`config.mk`:
```
export PLATFORM = sky130hd
export DESIGN_NAME = aft_rsp_fifo
export DESIGN_NICKNAME = d
export VERILOG_FILES = /design/src/rtl/core/aft_pkg.sv /design/src/rtl/core/aft_rsp_fifo.sv
export SDC_FILE = /design/constraint.sdc
export NUM_CORES = 1
export LEC_CHECK = 0
export ABC_AREA = 0
export ABC_CLOCK_PERIOD_IN_PS = 5330
export CORE_MARGIN = 2
export CORE_UTILIZATION = 60
export DETAILED_ROUTE_END_ITERATION = 12
export DONT_BUFFER_PORTS = 1
export GPL_ROUTABILITY_DRIVEN = 0
export PLACE_DENSITY = 0.76
export SYNTH_ARGS = -nofsm -noshare
export SYNTH_HDL_FRONTEND = slang
export SYNTH_SLANG_ARGS = --single-unit
```
`constraint.sdc`:
```
create_clock -name clock -period 5.33 [get_ports clock]
set_input_delay 1.066 -clock clock [delete_from_list [all_inputs] [get_ports clock]]
set_output_delay 1.066 -clock clock [all_outputs]
set_load 0.03 [all_outputs]
```
`src/rtl/core/aft_pkg.sv`:
```
package aft_pkg;

   // Port and arithmetic widths. Coefficients are stored at the port width.
   localparam int DATA_WIDTH   = 32;
   localparam int OPCODE_WIDTH = 3;
   localparam int INDEX_WIDTH  = 4;
   localparam int COEFF_WIDTH  = DATA_WIDTH;
   localparam int FRAC_BITS    = 16;
   localparam int DIFF_WIDTH   = COEFF_WIDTH + 1;
   localparam int PROD_WIDTH   = COEFF_WIDTH + DIFF_WIDTH;
   localparam int ACC_WIDTH    = PROD_WIDTH + 2;

   // Matrix shape: three rows, three linear columns plus translation.
   localparam int DIM      = 3;
   localparam int COLS     = 4;
   localparam int MAT_SIZE = DIM * COLS;

   // Queue depths between the front end, the back end and the result port.
   localparam int CMD_DEPTH     = 2;
   localparam int RSP_DEPTH     = 4;
   localparam int RSP_CNT_WIDTH = $clog2(RSP_DEPTH + 1);

   typedef logic signed [DATA_WIDTH-1:0]  data_type;
   typedef logic signed [COEFF_WIDTH-1:0] coeff_type;

   // Fixed-point 1.0 for the identity diagonal.
   localparam coeff_type COEFF_ONE = coeff_type'(64'(1) << FRAC_BITS);

   typedef enum logic [OPCODE_WIDTH-1:0] {
      OP_LOAD_CUR  = 3'd0,
      OP_LOAD_OPD  = 3'd1,
      OP_XFORM     = 3'd2,
      OP_INV_XFORM = 3'd3,
      OP_APPEND    = 3'd4,
      OP_PREPEND   = 3'd5,
      OP_READ_COL  = 3'd6,
      OP_IDENTITY  = 3'd7
   } opcode_type;

   // Request classes handed from the front end to the back end.
   typedef enum logic [3:0] {
      K_NOP,
      K_LOAD_CUR,
      K_LOAD_OPD,
      K_XFORM,
      K_INV,
      K_APPEND,
      K_PREPEND,
      K_READ_COL,
      K_READ_ZERO,
      K_IDENT
   } kind_type;

   typedef struct packed {
      kind_type                kind;
      logic [INDEX_WIDTH-1:0]  index;
      data_type                value;
      data_type                point_x;
      data_type                point_y;
      data_type                point_z;
   } cmd_type;

   typedef struct packed {
      data_type x;
      data_type y;
      data_type z;
   } rsp_type;

endpackage

```
`src/rtl/core/aft_rsp_fifo.sv`:
```
module aft_rsp_fifo (
   input  logic                              clock,
   input  logic                              reset,
   input  logic                              wr_push,
   input  aft_pkg::rsp_type                  wr_data,
   input  logic                              pop,
   output logic                              empty,
   output aft_pkg::rsp_type                  head,
   output logic [aft_pkg::RSP_CNT_WIDTH-1:0] count
);
   import aft_pkg::*;

   localparam int PTR_WIDTH = (RSP_DEPTH > 1) ? $clog2(RSP_DEPTH) : 1;

   rsp_type                  queue_ff [RSP_DEPTH];
   logic [PTR_WIDTH-1:0]     wr_ptr_ff, wr_ptr_in;
   logic [PTR_WIDTH-1:0]     rd_ptr_ff, rd_ptr_in;
   logic [RSP_CNT_WIDTH-1:0] count_ff, count_in;
   logic                     take;

   assign empty = (count_ff == '0);
   assign take  = pop & ~empty;
   assign head  = queue_ff[rd_ptr_ff];
   assign count = count_ff;

   // Pointer and fill tracking; the back end never pushes into a full queue.
   always_comb begin
      wr_ptr_in = wr_ptr_ff;
      rd_ptr_in = rd_ptr_ff;
      count_in  = count_ff;
      if (wr_push) begin
         wr_ptr_in = (wr_ptr_ff == PTR_WIDTH'(RSP_DEPTH - 1)) ? '0 : wr_ptr_ff + 1'b1;
      end
      if (take) begin
         rd_ptr_in = (rd_ptr_ff == PTR_WIDTH'(RSP_DEPTH - 1)) ? '0 : rd_ptr_ff + 1'b1;
      end
      if (wr_push && !take) begin
         count_in = count_ff + 1'b1;
      end else if (take && !wr_push) begin
         count_in = count_ff - 1'b1;
      end
   end

   always_ff @(posedge clock) begin
      if (reset) begin
         wr_ptr_ff <= '0;
         rd_ptr_ff <= '0;
         count_ff  <= '0;
      end else begin
         wr_ptr_ff <= wr_ptr_in;
         rd_ptr_ff <= rd_ptr_in;
         count_ff  <= count_in;
      end
   end

   always_ff @(posedge clock) begin
      if (wr_push) begin
         queue_ff[wr_ptr_ff] <= wr_data;
      end
   end

endmodule

```
==> summary.md <==
| Metric | Value |
|---|---|
| Slew @ Worst Pin | `1.11 ns` |
| CORE AREA | `23400 um^2` |
| CTS Buf Count | `39` |
| Cell area after synthesis | `14300 um^2` |
| Synth Area in XOR/XNOR | `less than 1%` |
| H-Tree Level Count | `2` |
| First-pass GRT wire length | `37.2 mm` |
| ANT cells | `0` |
| PD cells | `480 nW/um^2` |
| Status | `finished clean` |
| DRT Wirelength | `25.1 mm` |
| Share of cells above drive strength 1 | `27.1%` |
| Clock sink total | `393` |
| Setup violators final | `0` |
| Clk Latency, worst-skew pair | `around 0.51 ns` |
| Synth Area in Adders | `0.666%` |
| Post-synthesis mux area share | `15.4%` |
| Simple-gate share of the synthesized area | `0.482%` |
| Leak pwr | `between 4 and 5 nW` |
| Cell variety after synth | `20` |
| Synth Area in Compound Gates | `0.158%` |
| RSZ-0062 raised after global routing | `no` |
| Routed via count | `5672` |
| Wire length per cell | `27.4 um` |
| Final hold viol count | `0` |
| Sequential share of the synthesized area | `between 80% and 90%` |
| Crit path max fanout | `60` |
| CP Data Required Time | `between 4 and 5 ns` |
| Grt ovf | `0` |
| Initial Utilization | `61.0%` |
| Synth Warn # | `0` |
| Clock Tree Buf Depth | `3` |
| Worst-path clk slew | `0.06 ns` |
| Worst hold path class | `flip-flop to flip-flop` |
| PortBufs | `0` |
| Post-CTS setup buffer count | `0` |
| Mean number of vias per cell | `slightly above 6` |
| Number of global-route vias before repair | `6129` |
| Initial antenna violation count | `0` |
| Clk_skew | `approximately 0.014 ns` |
| Total Routing Usage GR | `20.5%` |
| Largest family of logic cells by synthesized area | `multiplexers` |
| CTS tree | `done` |
| Post-route ant nets | `0` |
| DIE AREA | `25000 um^2` |
| Startpoint Class | `flip-flop` |
| Die X | `158 um` |
| Syn avg cell area | `about 26 um^2` |
| Post_cts resized | `0` |
| Nets | `677` |
| Crit Path Class | `flip-flop to output pin` |
| Critical path capture point type | `output pin` |
| Die Ht | `158 um` |
| Area growth syn-to-layout | `10.6%` |
| HPWL Detailed | `about 14 mm` |
| CTS root buf | `clkbuf_16` |
| WHS | `approximately 0.49 ns` |
| Max frequency | `271 MHz` |
| Post-synthesis cell count | `545` |
| I/O pin total | `200` |
| Worst vdd ir | `0.502 mV` |
| Critical Path AT | `about 2.6 ns` |
| DRC errors left | `0` |
| Worst R2R Setup Slack | `2.73 ns` |
| Fin crit share | `69.2%` |
| Final count of pins violating max slew | `0` |
| Syn nets | `~650` |
| Worst slew margin | `26.1%` |
| Row count | `56` |
| Post-CTS Hold Fix Bufs | `0` |
| TNS Setup | `0 ns` |
| Synth Register Bits | `393` |
| Largest net degree at the start of global routing | `73` |
| Max cap viols | `0` |
| DRT Pass-1 Iters | `5` |
| Final min period | `3.69 ns` |
| DR iter-0 viols | `425` |
## layer usage
layer  global-route usage, %  up-vias  part of all wire [%]
met5                       0        -                     0
met3                    9.04       47                    12
met2                    32.6      262                    50
li1                        -     2394                     -
met4                    5.92        0                   2.2
met1                    26.2     2969                    36
## layout by cell type (no fill, tap or decap)
cell / n
xor2_1: 2
clkbuf_8: 1
clkinv_1: 5
fa_1: 1
mux4_2: 96
buf_12: 1
clkinv_2: 7
nor2_1: 6
or3_1: 2
dfxtp_4: 2
edfxtp_1: 384
buf_4: 5
a21oi_1: 2
inv_1: 3
clkinvlp_4: 3
nor3_1: 1
dfxtp_1: 7
clkbuf_16: 41
clkbuf_1: 10
mux2i_1: 4
clkinv_4: 1
o31ai_1: 1
nand2_1: 1
o21ai_0: 1
bufinv_16: 1
and2_4: 4
ha_1: 6
## registers in the layout (all words and copies together) (netlist names), named ones only
signal,cells
rd_ptr_ff,2
queue_ff,384
wr_ptr_ff,2
count,3
## critical path, cell delays in order, from the launching register on
cell	delay (ns)
dfxtp_4	0.84
buf_12	0.48
mux4_2	0.70
## cells in the mapped netlist
cell	number	area [um^2]
a21oi_1	2	10.0
and2_1	4	25.0
buf_12	1	20.0
buf_2	11	55.1
buf_6	5	56.3
clkbuf_1	5	18.8
dfxtp_1	9	180
edfxtp_1	384	11500
fa_1	1	20.0
ha_1	6	75.1
inv_1	3	11.3
mux2i_1	4	40.0
mux4_2	96	2160
nand2_1	1	3.75
nor2_1	6	22.5
nor3_1	1	5.00
o21ai_0	1	5.00
o31ai_1	1	7.51
or3_1	2	12.5
xor2_1	2	17.5
## cell families after synthesis
family | after synthesis
buffers and inverters | 25
AO/OA/AOI/OAI | 4
adder cells (fa/ha/maj) | 7
AND/OR/NAND/NOR | 14
XOR/XNOR | 2
flip-flops | 393
multiplexers | 100
## report_power, final
| part | internal, mW | leakage [nW] | switching, mW |
|---|---|---|---|
| Combinational | 0.470 | 0.679 | 0.872 |
| Clock | 1.47 | 0.578 | 1.05 |
| Sequential | 3.56 | 3.60 | 0.161 |
| Total | 5.50 | 4.86 | 2.08 |
## worst paths after layout
check,from,end,cells past startpoint
worst min register to register,rd_ptr_ff[0]$_SDFFE_PP0P_,flip-flop,2
worst max register to register,count[0]$_SDFFE_PP0P_,count[2]$_SDFFE_PP0P_,7
worst max-delay path,flip-flop,head[23],2
worst min-delay path,rd_ptr_ff[0]$_SDFFE_PP0P_,flip-flop,2
## per-stage QoR
step	total power, mW	std cells	worst slack (ns)	cell area (um^2)	util [%]
finish	7.58	917	1.64	15800	67.5
global route	7.84	917	1.40	15800	67.5
CTS	7.66	917	1.55	15800	67.5
detailed placement	5.15	848	2.09	14600	62.4
global placement	5.12	848	2.11	14600	62.4
floorplan	4.98	545	1.58	14300	-
## layout make-up
cell class | count | area [um^2]
clock inverters | 17 | 115
flip-flops and latches | 393 | 11700
well taps | 319 | 399
multi-input cells | 127 | 2420
clock buffers | 52 | 1080
fillers | 1420 | 7610
inverters | 3 | 11.3
repair buffers | 6 | 57.6
Power figures use the tool's default switching activity.
