**src/rtl/core/aft_pkg.sv**
```systemverilog
package aft_pkg;

   // Port and arithmetic widths. Coefficients are stored at the port width.
   localparam int DATA_WIDTH   = 32;
   localparam int OPCODE_WIDTH = 3;
   localparam int INDEX_WIDTH  = 4;
   localparam int COEFF_WIDTH  = DATA_WIDTH;
   localparam int FRAC_BITS    = 16;
   localparam int DIFF_WIDTH   = COEFF_WIDTH + 1;
   localparam int PROD_WIDTH   = COEFF_WIDTH + DIFF_WIDTH;
   localparam int ACC_WIDTH    = PROD_WIDTH + 2;

   // Matrix shape: three rows, three linear columns plus translation.
   localparam int DIM      = 3;
   localparam int COLS     = 4;
   localparam int MAT_SIZE = DIM * COLS;

   // Queue depths between the front end, the back end and the result port.
   localparam int CMD_DEPTH     = 2;
   localparam int RSP_DEPTH     = 4;
   localparam int RSP_CNT_WIDTH = $clog2(RSP_DEPTH + 1);

   typedef logic signed [DATA_WIDTH-1:0]  data_type;
   typedef logic signed [COEFF_WIDTH-1:0] coeff_type;

   // Fixed-point 1.0 for the identity diagonal.
   localparam coeff_type COEFF_ONE = coeff_type'(64'(1) << FRAC_BITS);

   typedef enum logic [OPCODE_WIDTH-1:0] {
      OP_LOAD_CUR  = 3'd0,
      OP_LOAD_OPD  = 3'd1,
      OP_XFORM     = 3'd2,
      OP_INV_XFORM = 3'd3,
      OP_APPEND    = 3'd4,
      OP_PREPEND   = 3'd5,
      OP_READ_COL  = 3'd6,
      OP_IDENTITY  = 3'd7
   } opcode_type;

   // Request classes handed from the front end to the back end.
   typedef enum logic [3:0] {
      K_NOP,
      K_LOAD_CUR,
      K_LOAD_OPD,
      K_XFORM,
      K_INV,
      K_APPEND,
      K_PREPEND,
      K_READ_COL,
      K_READ_ZERO,
      K_IDENT
   } kind_type;

   typedef struct packed {
      kind_type                kind;
      logic [INDEX_WIDTH-1:0]  index;
      data_type                value;
      data_type                point_x;
      data_type                point_y;
      data_type                point_z;
   } cmd_type;

   typedef struct packed {
      data_type x;
      data_type y;
      data_type z;
   } rsp_type;

endpackage

```
**src/rtl/core/aft_front.sv**
```systemverilog
module aft_front (
   input  logic                              clock,
   input  logic                              reset,
   input  logic                              push,
   output logic                              full,
   input  logic [aft_pkg::OPCODE_WIDTH-1:0]  opcode,
   input  logic [aft_pkg::INDEX_WIDTH-1:0]   coeff_index,
   input  logic [aft_pkg::DATA_WIDTH-1:0]    coeff_value,
   input  logic [aft_pkg::DATA_WIDTH-1:0]    point_x,
   input  logic [aft_pkg::DATA_WIDTH-1:0]    point_y,
   input  logic [aft_pkg::DATA_WIDTH-1:0]    point_z,
   output logic                              cmd_valid,
   output aft_pkg::cmd_type                  cmd,
   input  logic                              cmd_pop
);
   import aft_pkg::*;

   localparam int PTR_WIDTH = (CMD_DEPTH > 1) ? $clog2(CMD_DEPTH) : 1;
   localparam int CNT_WIDTH = $clog2(CMD_DEPTH + 1);

   kind_type               kind;
   cmd_type                decoded;
   logic                   accept;
   logic                   store;
   logic                   take;

   cmd_type                queue_ff [CMD_DEPTH];
   logic [PTR_WIDTH-1:0]   wr_ptr_ff, wr_ptr_in;
   logic [PTR_WIDTH-1:0]   rd_ptr_ff, rd_ptr_in;
   logic [CNT_WIDTH-1:0]   count_ff, count_in;

   // Classify the request; loads outside the matrix carry no work and are dropped.
   always_comb begin
      unique case (opcode_type'(opcode))
         OP_LOAD_CUR:  kind = (coeff_index < INDEX_WIDTH'(MAT_SIZE)) ? K_LOAD_CUR : K_NOP;
         OP_LOAD_OPD:  kind = (coeff_index < INDEX_WIDTH'(MAT_SIZE)) ? K_LOAD_OPD : K_NOP;
         OP_XFORM:     kind = K_XFORM;
         OP_INV_XFORM: kind = K_INV;
         OP_APPEND:    kind = K_APPEND;
         OP_PREPEND:   kind = K_PREPEND;
         OP_READ_COL:  kind = (coeff_index < INDEX_WIDTH'(COLS)) ? K_READ_COL : K_READ_ZERO;
         OP_IDENTITY:  kind = K_IDENT;
         default:      kind = K_NOP;
      endcase
   end

   always_comb begin
      decoded.kind    = kind;
      decoded.index   = coeff_index;
      decoded.value   = coeff_value;
      decoded.point_x = point_x;
      decoded.point_y = point_y;
      decoded.point_z = point_z;
   end

   // Request queue toward the back end.
   assign full      = (count_ff == CNT_WIDTH'(CMD_DEPTH));
   assign accept    = push & ~full;
   assign store     = accept & (kind != K_NOP);
   assign cmd_valid = (count_ff != '0);
   assign take      = cmd_pop & cmd_valid;
   assign cmd       = queue_ff[rd_ptr_ff];

   always_comb begin
      wr_ptr_in = wr_ptr_ff;
      rd_ptr_in = rd_ptr_ff;
      count_in  = count_ff;
      if (store) begin
         wr_ptr_in = (wr_ptr_ff == PTR_WIDTH'(CMD_DEPTH - 1)) ? '0 : wr_ptr_ff + 1'b1;
      end
      if (take) begin
         rd_ptr_in = (rd_ptr_ff == PTR_WIDTH'(CMD_DEPTH - 1)) ? '0 : rd_ptr_ff + 1'b1;
      end
      if (store && !take) begin
         count_in = count_ff + 1'b1;
      end else if (take && !store) begin
         count_in = count_ff - 1'b1;
      end
   end

   always_ff @(posedge clock) begin
      if (reset) begin
         wr_ptr_ff <= '0;
         rd_ptr_ff <= '0;
         count_ff  <= '0;
      end else begin
         wr_ptr_ff <= wr_ptr_in;
         rd_ptr_ff <= rd_ptr_in;
         count_ff  <= count_in;
      end
   end

   always_ff @(posedge clock) begin
      if (store) begin
         queue_ff[wr_ptr_ff] <= decoded;
      end
   end

endmodule

```
**config.mk**
```make
export PLATFORM = sky130hd
export DESIGN_NAME = aft_front
export DESIGN_NICKNAME = d
export VERILOG_FILES = /design/src/rtl/core/aft_pkg.sv /design/src/rtl/core/aft_front.sv
export SDC_FILE = /design/constraint.sdc
export NUM_CORES = 1
export LEC_CHECK = 0
export ABC_AREA = 1
export BUFFER_PORTS_ARGS = -buffer_cell sky130_fd_sc_hd__buf_4
export CAP_MARGIN = 20
export CORE_AREA = 4 4 167 128
export CTS_BUF_LIST = sky130_fd_sc_hd__clkbuf_16
export DETAILED_ROUTE_END_ITERATION = 10
export DIE_AREA = 0 0 171 132
export GPL_TIMING_DRIVEN = 0
export HOLD_SLACK_MARGIN = 0.02
export PLACE_DENSITY = 0.81
export SLEW_MARGIN = 20
export SYNTH_ARGS = -nofsm -noshare
export SYNTH_HDL_FRONTEND = slang
export SYNTH_SLANG_ARGS = --single-unit
```
**constraint.sdc**
```tcl
create_clock -name clock -period 9 [get_ports clock]
set_input_delay 0 -clock clock [delete_from_list [all_inputs] [get_ports clock]]
set_output_delay 0 -clock clock [all_outputs]
set_load 0.03 [all_outputs]
```
==> run summary, run 1 <==
drt pass-1 iters: 5
Layout Nets: 1069
status: completed
clk sinks: 277
Synth Instances: 478
die height: 132 microns
FF+latch count, synth: 277
Total GRT Usage: 21.6%
area growth from synthesis to layout: 46.9%
Setup WS post-layout: 6.63 ns
Worst path max stage delay: 0.54 ns
Synth warnings: 0
H-tree depth: 1
post-route insts no fill: 1205
RSZ-0062 raised after global routing: false
largest net degree at the start of global routing: 73
multiplexer area fraction after synthesis: 15.1%
initial drt markers: 474
core area: 19900 sq um
xor/xnor share of the synthesized area: 0%
Clock Tree Root: clkbuf_16
Synth Net Count: 618
area post-placement: 12700 sq um
CP Data Required Time: 9.22 ns
number of routed nets with antenna violations: 0
Synth Area in Adders: 0.123%
remaining global-route overflow: 0
FP Rows: 45
CP arrival: 2.58 ns
Buffers on Ports: 276
worst-path cell chain: dlygate4sd3_1 > buf_4 > nor2_1 > nand2_1 > nand2_1 > nor2_2 > nand2_2 > nand2_1 > nor2_4 > buf_16 > buf_16 > buf_16 > buf_16
post-route minimum period: 2.37 ns
hold crit path type: in -> reg
P_leak: 0.00573 uW
share of the clock period used by the worst path: 26.3%
Initial Util: 50.9%
P per Cell Area: 265 nW/um^2
main combinational cell family by area after synthesis: multiplexers
kind of critical path: in -> reg
worst path bufs/invs: 6
DRC: 0
Distinct cells, synth: 20
area of the multi-input gates: 1750 sq um
Max transition margin: 64.7%
WL/cell: 20.6 microns
worst skew pair latency: 0.52 ns
Max-Cap Viols: 0
Mean Syn Cell Area: 21.2 sq um
first-pass GRT wire length: 37800 microns
Worst Max-Slew Pin Slew: 0.530 ns
hpwl dp: 14700 microns
die span in x: 171 microns
Cells after DPL: 1019
Clock Path Buffers: 3
die area: 22600 sq um
design area: 14900 sq um
VDD IR-drop max: 0.191 mV
element type at the critical path start: primary input
final WL: 24800 microns
post-CTS resize count: 0
initial antenna violation count: 1
slowest CP cell: dlygate4sd3_1
final setup skew: 0.00963 ns
vias in the first global route: 6770
pre-CTS setup slack: 6.70 ns
Filler cells: 1064
Reg clk slew, reported paths: 0.06 ns
Mapped Area: 10200 sq um
Max Transition Viols Final: 0
Synth Area in Compound Gates: 0.764%
maximum fanout along the worst path: 24
Reg area: 8270 sq um
CTS tree: done
number of I/O pins: 277
Final Setup Violations: 0
Fin. Hold Viols: 0
delay-heaviest family, CP: buffers and inverters
Most common cell on crit path: buf_16
sequential area share after synthesis: 81.4%
share of cells above drive strength 1: 35.9%
simple-gate portion of the synthesized area: 1.16%
CP Capture Type: flop
CTS Buf Count: 26
ant diodes: 0
Vias/cell: 5.06
Vias: 6101
Max Freq: 423 MHz
routability cong.: 0.796
## cells in the final DEF (no fill, tap or decap)
| cell | instances |
|---|---|
| inv_8 | 1 |
| inv_2 | 4 |
| ha_1 | 1 |
| nor2_4 | 1 |
| nand3_2 | 1 |
| nor2_2 | 2 |
| a211oi_1 | 2 |
| bufinv_16 | 1 |
| dlygate4sd3_1 | 140 |
| mux2_1 | 136 |
| o21ai_1 | 4 |
| nor3_1 | 1 |
| buf_12 | 1 |
| o211ai_1 | 1 |
| nand2_1 | 9 |
| inv_1 | 16 |
| nor2_1 | 5 |
| clkinv_2 | 3 |
| dfxtp_1 | 5 |
| nand2_2 | 2 |
| a21oi_1 | 7 |
| buf_6 | 5 |
| clkbuf_16 | 26 |
| clkinv_1 | 4 |
| nand3_1 | 3 |
| edfxtp_1 | 272 |
| buf_16 | 6 |
| buf_4 | 276 |
| nor4_1 | 1 |
| clkinv_8 | 1 |
| buf_2 | 10 |
## synthesized netlist by cell type
cell type	number	area, sq um
ha_1	1	12.5
a211oi_1	2	15.0
mux2_1	136	1530
nand3_2	1	10.0
nand2_1	9	33.8
buf_2	10	50.1
inv_2	4	15.0
nor4_1	1	6.26
inv_1	6	22.5
buf_6	5	56.3
dfxtp_1	5	100
nor2_2	2	12.5
nor3_1	1	5.00
a21oi_1	7	35.0
nor2_1	6	22.5
o21ai_1	4	20.0
edfxtp_1	272	8170
o211ai_1	1	7.51
nand2_2	2	12.5
nand3_1	3	15.0
## sequential cells by signal, indices dropped and copies added, names as in the netlist, named ones only
register,count
wr_ptr_ff,1
rd_ptr_ff,1
queue_ff,272
count_ff,2
## area by class of cell
cell class / instances / area share, %
tap: 258 / 2.16
sequential: 277 / 55.4
buffer: 15 / 0.713
clock inverter: 20 / 0.789
multi-input combinational: 176 / 11.7
clock buffer: 26 / 4.36
timing repair buffer: 423 / 24.5
inverter: 10 / 0.302
## cells by family (layout without fill, tap and decap cells)
logic type      after synthesis  count (layout)
compound gates               14              14
fa+ha+maj                     1               1
flops                       277             277
buf+inv                      25             494
mux                         136             136
simple gates                 25              25
## metrics by stage
stage / hold WS [ns] / total power, uW / util, % / TNS, ns
finish: 0.127 / 3950 / 74.8 / 0
global route: 0.144 / 4100 / 74.8 / 0
CTS: 0.104 / 3950 / 74.8 / 0
detailed placement: 0.188 / 2910 / 63.9 / 0
global placement: 0.184 / 2880 / 62.9 / -63.13
floorplan: 0.0989 / 2430 / - / 0
## report_power, final
part / total [uW] / switching (uW) / internal (uW)
registers: 1670 / 44.1 / 1630
logic: 1280 / 778 / 501
clock network: 995 / 445 / 550
total: 3950 / 1270 / 2680
## final timing paths
check                                     from          endpoint  slack [ns]  depth (start not counted)
worst min-delay path                      push   queue_ff[0][83]        0.13                          5
worst max-delay path            coeff_index[2]  queue_ff[0][105]        6.63                         13
worst min register to register     count_ff[1]       count_ff[1]        0.49                          2
worst max register to register     count_ff[0]  queue_ff[0][105]        6.78                          8
## repair_timing
action                    4_1_cts  5_1_grt
hold buffers                  140        0
hold endpoints to repair      277        0
setup buffers                   0        0
## per-layer routing
layer | track usage [%] | wire length [microns] | up-vias
met5 | 0 | 20 | -
met1 | 27.2 | 9420 | 2961
met2 | 37.1 | 12500 | 302
met4 | 5.59 | 641 | 2
li1 | - | - | 2785
met3 | 6.18 | 2220 | 51
## worst reg2reg max path, delay by kind of cell (launching register included)
family | cells | cell delay (ns)
buffers and inverters | 4 | 0.80
DFF | 1 | 0.36
and+or+nand+nor | 4 | 0.77
No activity file was read; power rests on OpenSTA's default activity.
==> inputs of run 2 (changes only) <==
--- a/config.mk
+++ b/config.mk
@@ -5,16 +5,16 @@
 export SDC_FILE = /design/constraint.sdc
 export NUM_CORES = 1
 export LEC_CHECK = 0
-export ABC_AREA = 1
+export ABC_AREA = 0
 export BUFFER_PORTS_ARGS = -buffer_cell sky130_fd_sc_hd__buf_4
 export CAP_MARGIN = 20
-export CORE_AREA = 4 4 167 128
+export CORE_AREA = 4 4 175 135
 export CTS_BUF_LIST = sky130_fd_sc_hd__clkbuf_16
 export DETAILED_ROUTE_END_ITERATION = 10
-export DIE_AREA = 0 0 171 132
+export DIE_AREA = 0 0 179 139
 export GPL_TIMING_DRIVEN = 0
 export HOLD_SLACK_MARGIN = 0.02
-export PLACE_DENSITY = 0.81
+export PLACE_DENSITY = 0.77
 export SLEW_MARGIN = 20
 export SYNTH_ARGS = -nofsm -noshare
 export SYNTH_HDL_FRONTEND = slang
==> constraint.sdc (replaced) <==
create_clock -name clock -period 1.9 [get_ports clock]
set_input_delay 0 -clock clock [delete_from_list [all_inputs] [get_ports clock]]
set_output_delay 0 -clock clock [all_outputs]
set_load 0.03 [all_outputs]
==> run 2 against run 1 <==
Compared with the run above: global-route usage shrank 3.5 points; total power grew to 5.1 times the previous value; clock power grew to 4.8 times the previous value; die area grew 10%; combinational power grew to 5.7 times the previous value; non-clock buffer count grew 7; worst hold slack lost 0.010 ns; clock-buffer cell count grew 1; first-iteration DRC count grew 8.4%; sequential power grew to 4.8 times the previous value; cell area grew 2.8%; area after synthesis is essentially flat; critical path type is now reg -> out; largest power group unchanged.
==> run summary, run 2 <==
Vias: 5996 (-1.7%)
largest registers: queue_ff x272, count_ff x2
Clock Tree Root: clkbuf_16
Synth top area share: 80.5% (about the same)
Setup WS post-layout: 0.0352 ns (-6.60 ns)
final setup TNS: 0 ns (unchanged)
Synth Instances: 463 (-3.1%)
VDD IR-drop max: 0.847 mV (+340%)
R2R setup slack: 0.09 ns (-6.69 ns)
status: completed
hpwl dp: 14800 microns (+0.87%)
commonest non-fill, non-tap cells in the layout: edfxtp_1 (272), buf_4 (252), dlygate4sd3_1 (138)
worst-path cell chain: buf_12 > buf_12 > buf_12 > mux2_1 > buf_6
sequential area share after synthesis: 81.5% (about the same)
kind of critical path: reg -> out
FP Rows: 47 (+4.4%)
worst r2r path cells: 4 (-4)
Net Sw Power: 6440 uW (+410%)
P per Cell Area: 1300 nW/um^2 (+390%)
post-route minimum period: 1.86 ns
Max-Cap Viols: 0 (unchanged)
initial antenna violation count: 1 (unchanged)
Max Transition Viols Final: 0 (unchanged)
Synth Net Count: 603 (-2.4%)
internal power: 13500 uW (+410%)
die area: 24900 sq um (+10%)
Most flops, register: queue_ff
Reg clk slew, reported paths: 0.06 ns (about the same)
Fin. Hold Viols: 0 (unchanged)
FF+latch count, synth: 277 (unchanged)
Mapped Area: 10100 sq um (about the same)
pre-CTS setup slack: -0.497 ns (-7.20 ns)
ys flop type: edfxtp_1
Layout Nets: 1063 (-0.56%)
Max Freq: 536 MHz
vias in the first global route: 6494 (-4.1%)
WL/cell: 19.8 microns (-3.9%)
slowest CP cell: dfxtp_4
Largest register FFs: 272 (unchanged)
area growth from synthesis to layout: 51.1%
Buffers on Ports: 275 (-0.36%)
Async SR Flop Fraction: 0% (unchanged)
CP Data Required Time: 1.90 ns (-7.32 ns)
Initial Util: 46.5% (-4.4 points)
Mean Syn Cell Area: 21.9 sq um (+3.2%)
Most common cell on crit path: buf_12
DRC: 0 (unchanged)
Hold Slack: 0.117 ns (-0.0103 ns)
die span in x: 179 microns (+4.7%)
Vias/cell: 4.85 (-4.3%)
hold crit path type: in -> reg
first-pass GRT wire length: 35700 microns (-5.7%)
drt pass-1 iters: 4 (-1)
H-tree depth: 1 (unchanged)
reg2reg end: queue_ff[1][86]
CTS Buf Count: 27 (+3.8%)
CP arrival: 1.86 ns (-0.72 ns)
net switching share of the total power: 32.2% (+0.11 points)
number of synthesized flops with an enable pin: 272 (unchanged)
final setup skew: 0.00558 ns (-0.00404 ns)
core area: 21800 sq um (+9.5%)
worst r2r src: count_ff[1]
Distinct cells, synth: 26 (+30%)
CP Capture Type: output pin
Clock Path Buffers: 3 (unchanged)
area leader, netlist: edfxtp_1
Synth warnings: 0 (unchanged)
worst skew pair latency: 0.51 ns (about the same)
most common cell in the synthesized netlist: edfxtp_1
share of the clock period used by the worst path: 98.1%
clk sinks: 277 (unchanged)
Total GRT Usage: 18.1% (-3.5 points)
Worst Max-Slew Pin Slew: 0.565 ns (+0.0350 ns)
maximum fanout along the worst path: 10 (-58%)
Max transition margin: 62.2% (-2.5 points)
CP Capture Point: cmd[113]
sequential share of power: 39.8% (-2.6 points)
Worst path max stage delay: 0.38 ns (-0.16 ns)
die height: 139 microns (+5.3%)
P_leak: 0.00585 uW (+2.1%)
element type at the critical path start: flop
number of I/O pins: 277 (unchanged)
share of cells above drive strength 1: 39.6% (+3.7 points)
largest net degree at the start of global routing: 55 (-25%)
Final Setup Violations: 0 (unchanged)
final WL: 24400 microns (-1.4%)
most common cell after layout, fill and taps aside: edfxtp_1
combinational share of power: 36.3% (+3.9 points)
number of routed nets with antenna violations: 0 (unchanged)
Commonest cells post-synth: edfxtp_1 (272), mux2_1 (136), buf_2 (11)
CTS tree: done
routability cong.: 0.732 (-8.1%)
initial drt markers: 514 (+8.4%)
RSZ-0062 raised after global routing: true
Clk pwr share: 23.8% (-1.4 points)
remaining global-route overflow: 0 (unchanged)
synth top area cells: edfxtp_1 (81%), mux2_1 (15%), dfxtp_1 (0.99%), buf_6 (0.56%), buf_2 (0.54%)
## run 2: cell types whose count changed after synthesis, sizes merged, moves of 3 or more
cell,delta
inv,-9
nand2,-9
a21oi,-4
nand3,-4
nor2b,+3
xor2,+3
## run 2: cell type report
cell class	instances	area, sq um
inverter	1	3.75
timing repair buffer	429	3840
sequential	277	8270
fill	1297	6490
buffer	16	193
clock inverter	21	113
multi-input combinational	171	1860
antenna	1	2.50
clock buffer	27	676
tap	294	368
## run 2: through the flow
| stage | instance area [sq um] | power [uW] | std cells | util [%] |
|---|---|---|---|---|
| after CTS | 15000 | 19500 | 1230 | 68.7 |
| after floorplan | 10200 | 11900 | 463 | - |
| final | 15300 | 20000 | 1237 | 70.3 |
| after global placement | 12600 | 14100 | 1032 | 57.8 |
| after global routing | 15300 | 20800 | 1237 | 70.3 |
| after detailed placement | 12800 | 14400 | 1039 | 58.5 |
## run 2: repair_timing
item	4_1_cts	5_1_grt
hold endpoints to repair	277	0
endpoints found under the setup margin	354	179
hold buffers	138	0
pin swaps	1	0
cloned	2	4
gates resized for setup	5	74
setup buffers	3	4
## run 2: kinds of logic after synthesis
group	share of synthesized area, %
buf+inv	1.13
simple gates	1.14
fa+ha+maj	0.123
xor+xnor	0.259
flops	81.5
mux	15.3
compound gates	0.481
## run 2: metal layers
| metal | global-route usage, % | wire length (microns) | up-vias |
|---|---|---|---|
| met5 | 0 | 0 | - |
| met4 | 4.20 | 539 | 0 |
| met3 | 4.20 | 1640 | 45 |
| met2 | 32.1 | 12600 | 225 |
| met1 | 22.7 | 9670 | 2963 |
| li1 | - | - | 2763 |
## run 2: worst min path at each step
stage,start,to,slack [ns],depth (start not counted)
after floorplan,reset,count_ff[1],0.06,1
after global placement,coeff_value[29],queue_ff[0][125],0.18,1
final,push,wr_ptr_ff,0.12,4
after detailed placement,point_x[6],queue_ff[1][70],0.19,1
after global routing,push,wr_ptr_ff,0.08,4
after CTS,push,wr_ptr_ff,0.08,4
## run 2: critical path: cells and delay by family, from the launching register on
family,cells,cell delay (ns)
muxes,1,0.36
DFF,1,0.38
buffers and inverters,4,0.61
## run 2: power by group through the flow
stage	Combinational, uW	Clock (uW)	Sequential [uW]
2_1_floorplan	3850	0	8020
4_1_cts	6700	4860	7930
6_report	7250	4760	7960
5_1_grt	7630	5190	8020
3_3_place_gp	6040	0	8080
3_5_place_dp	6360	0	8040
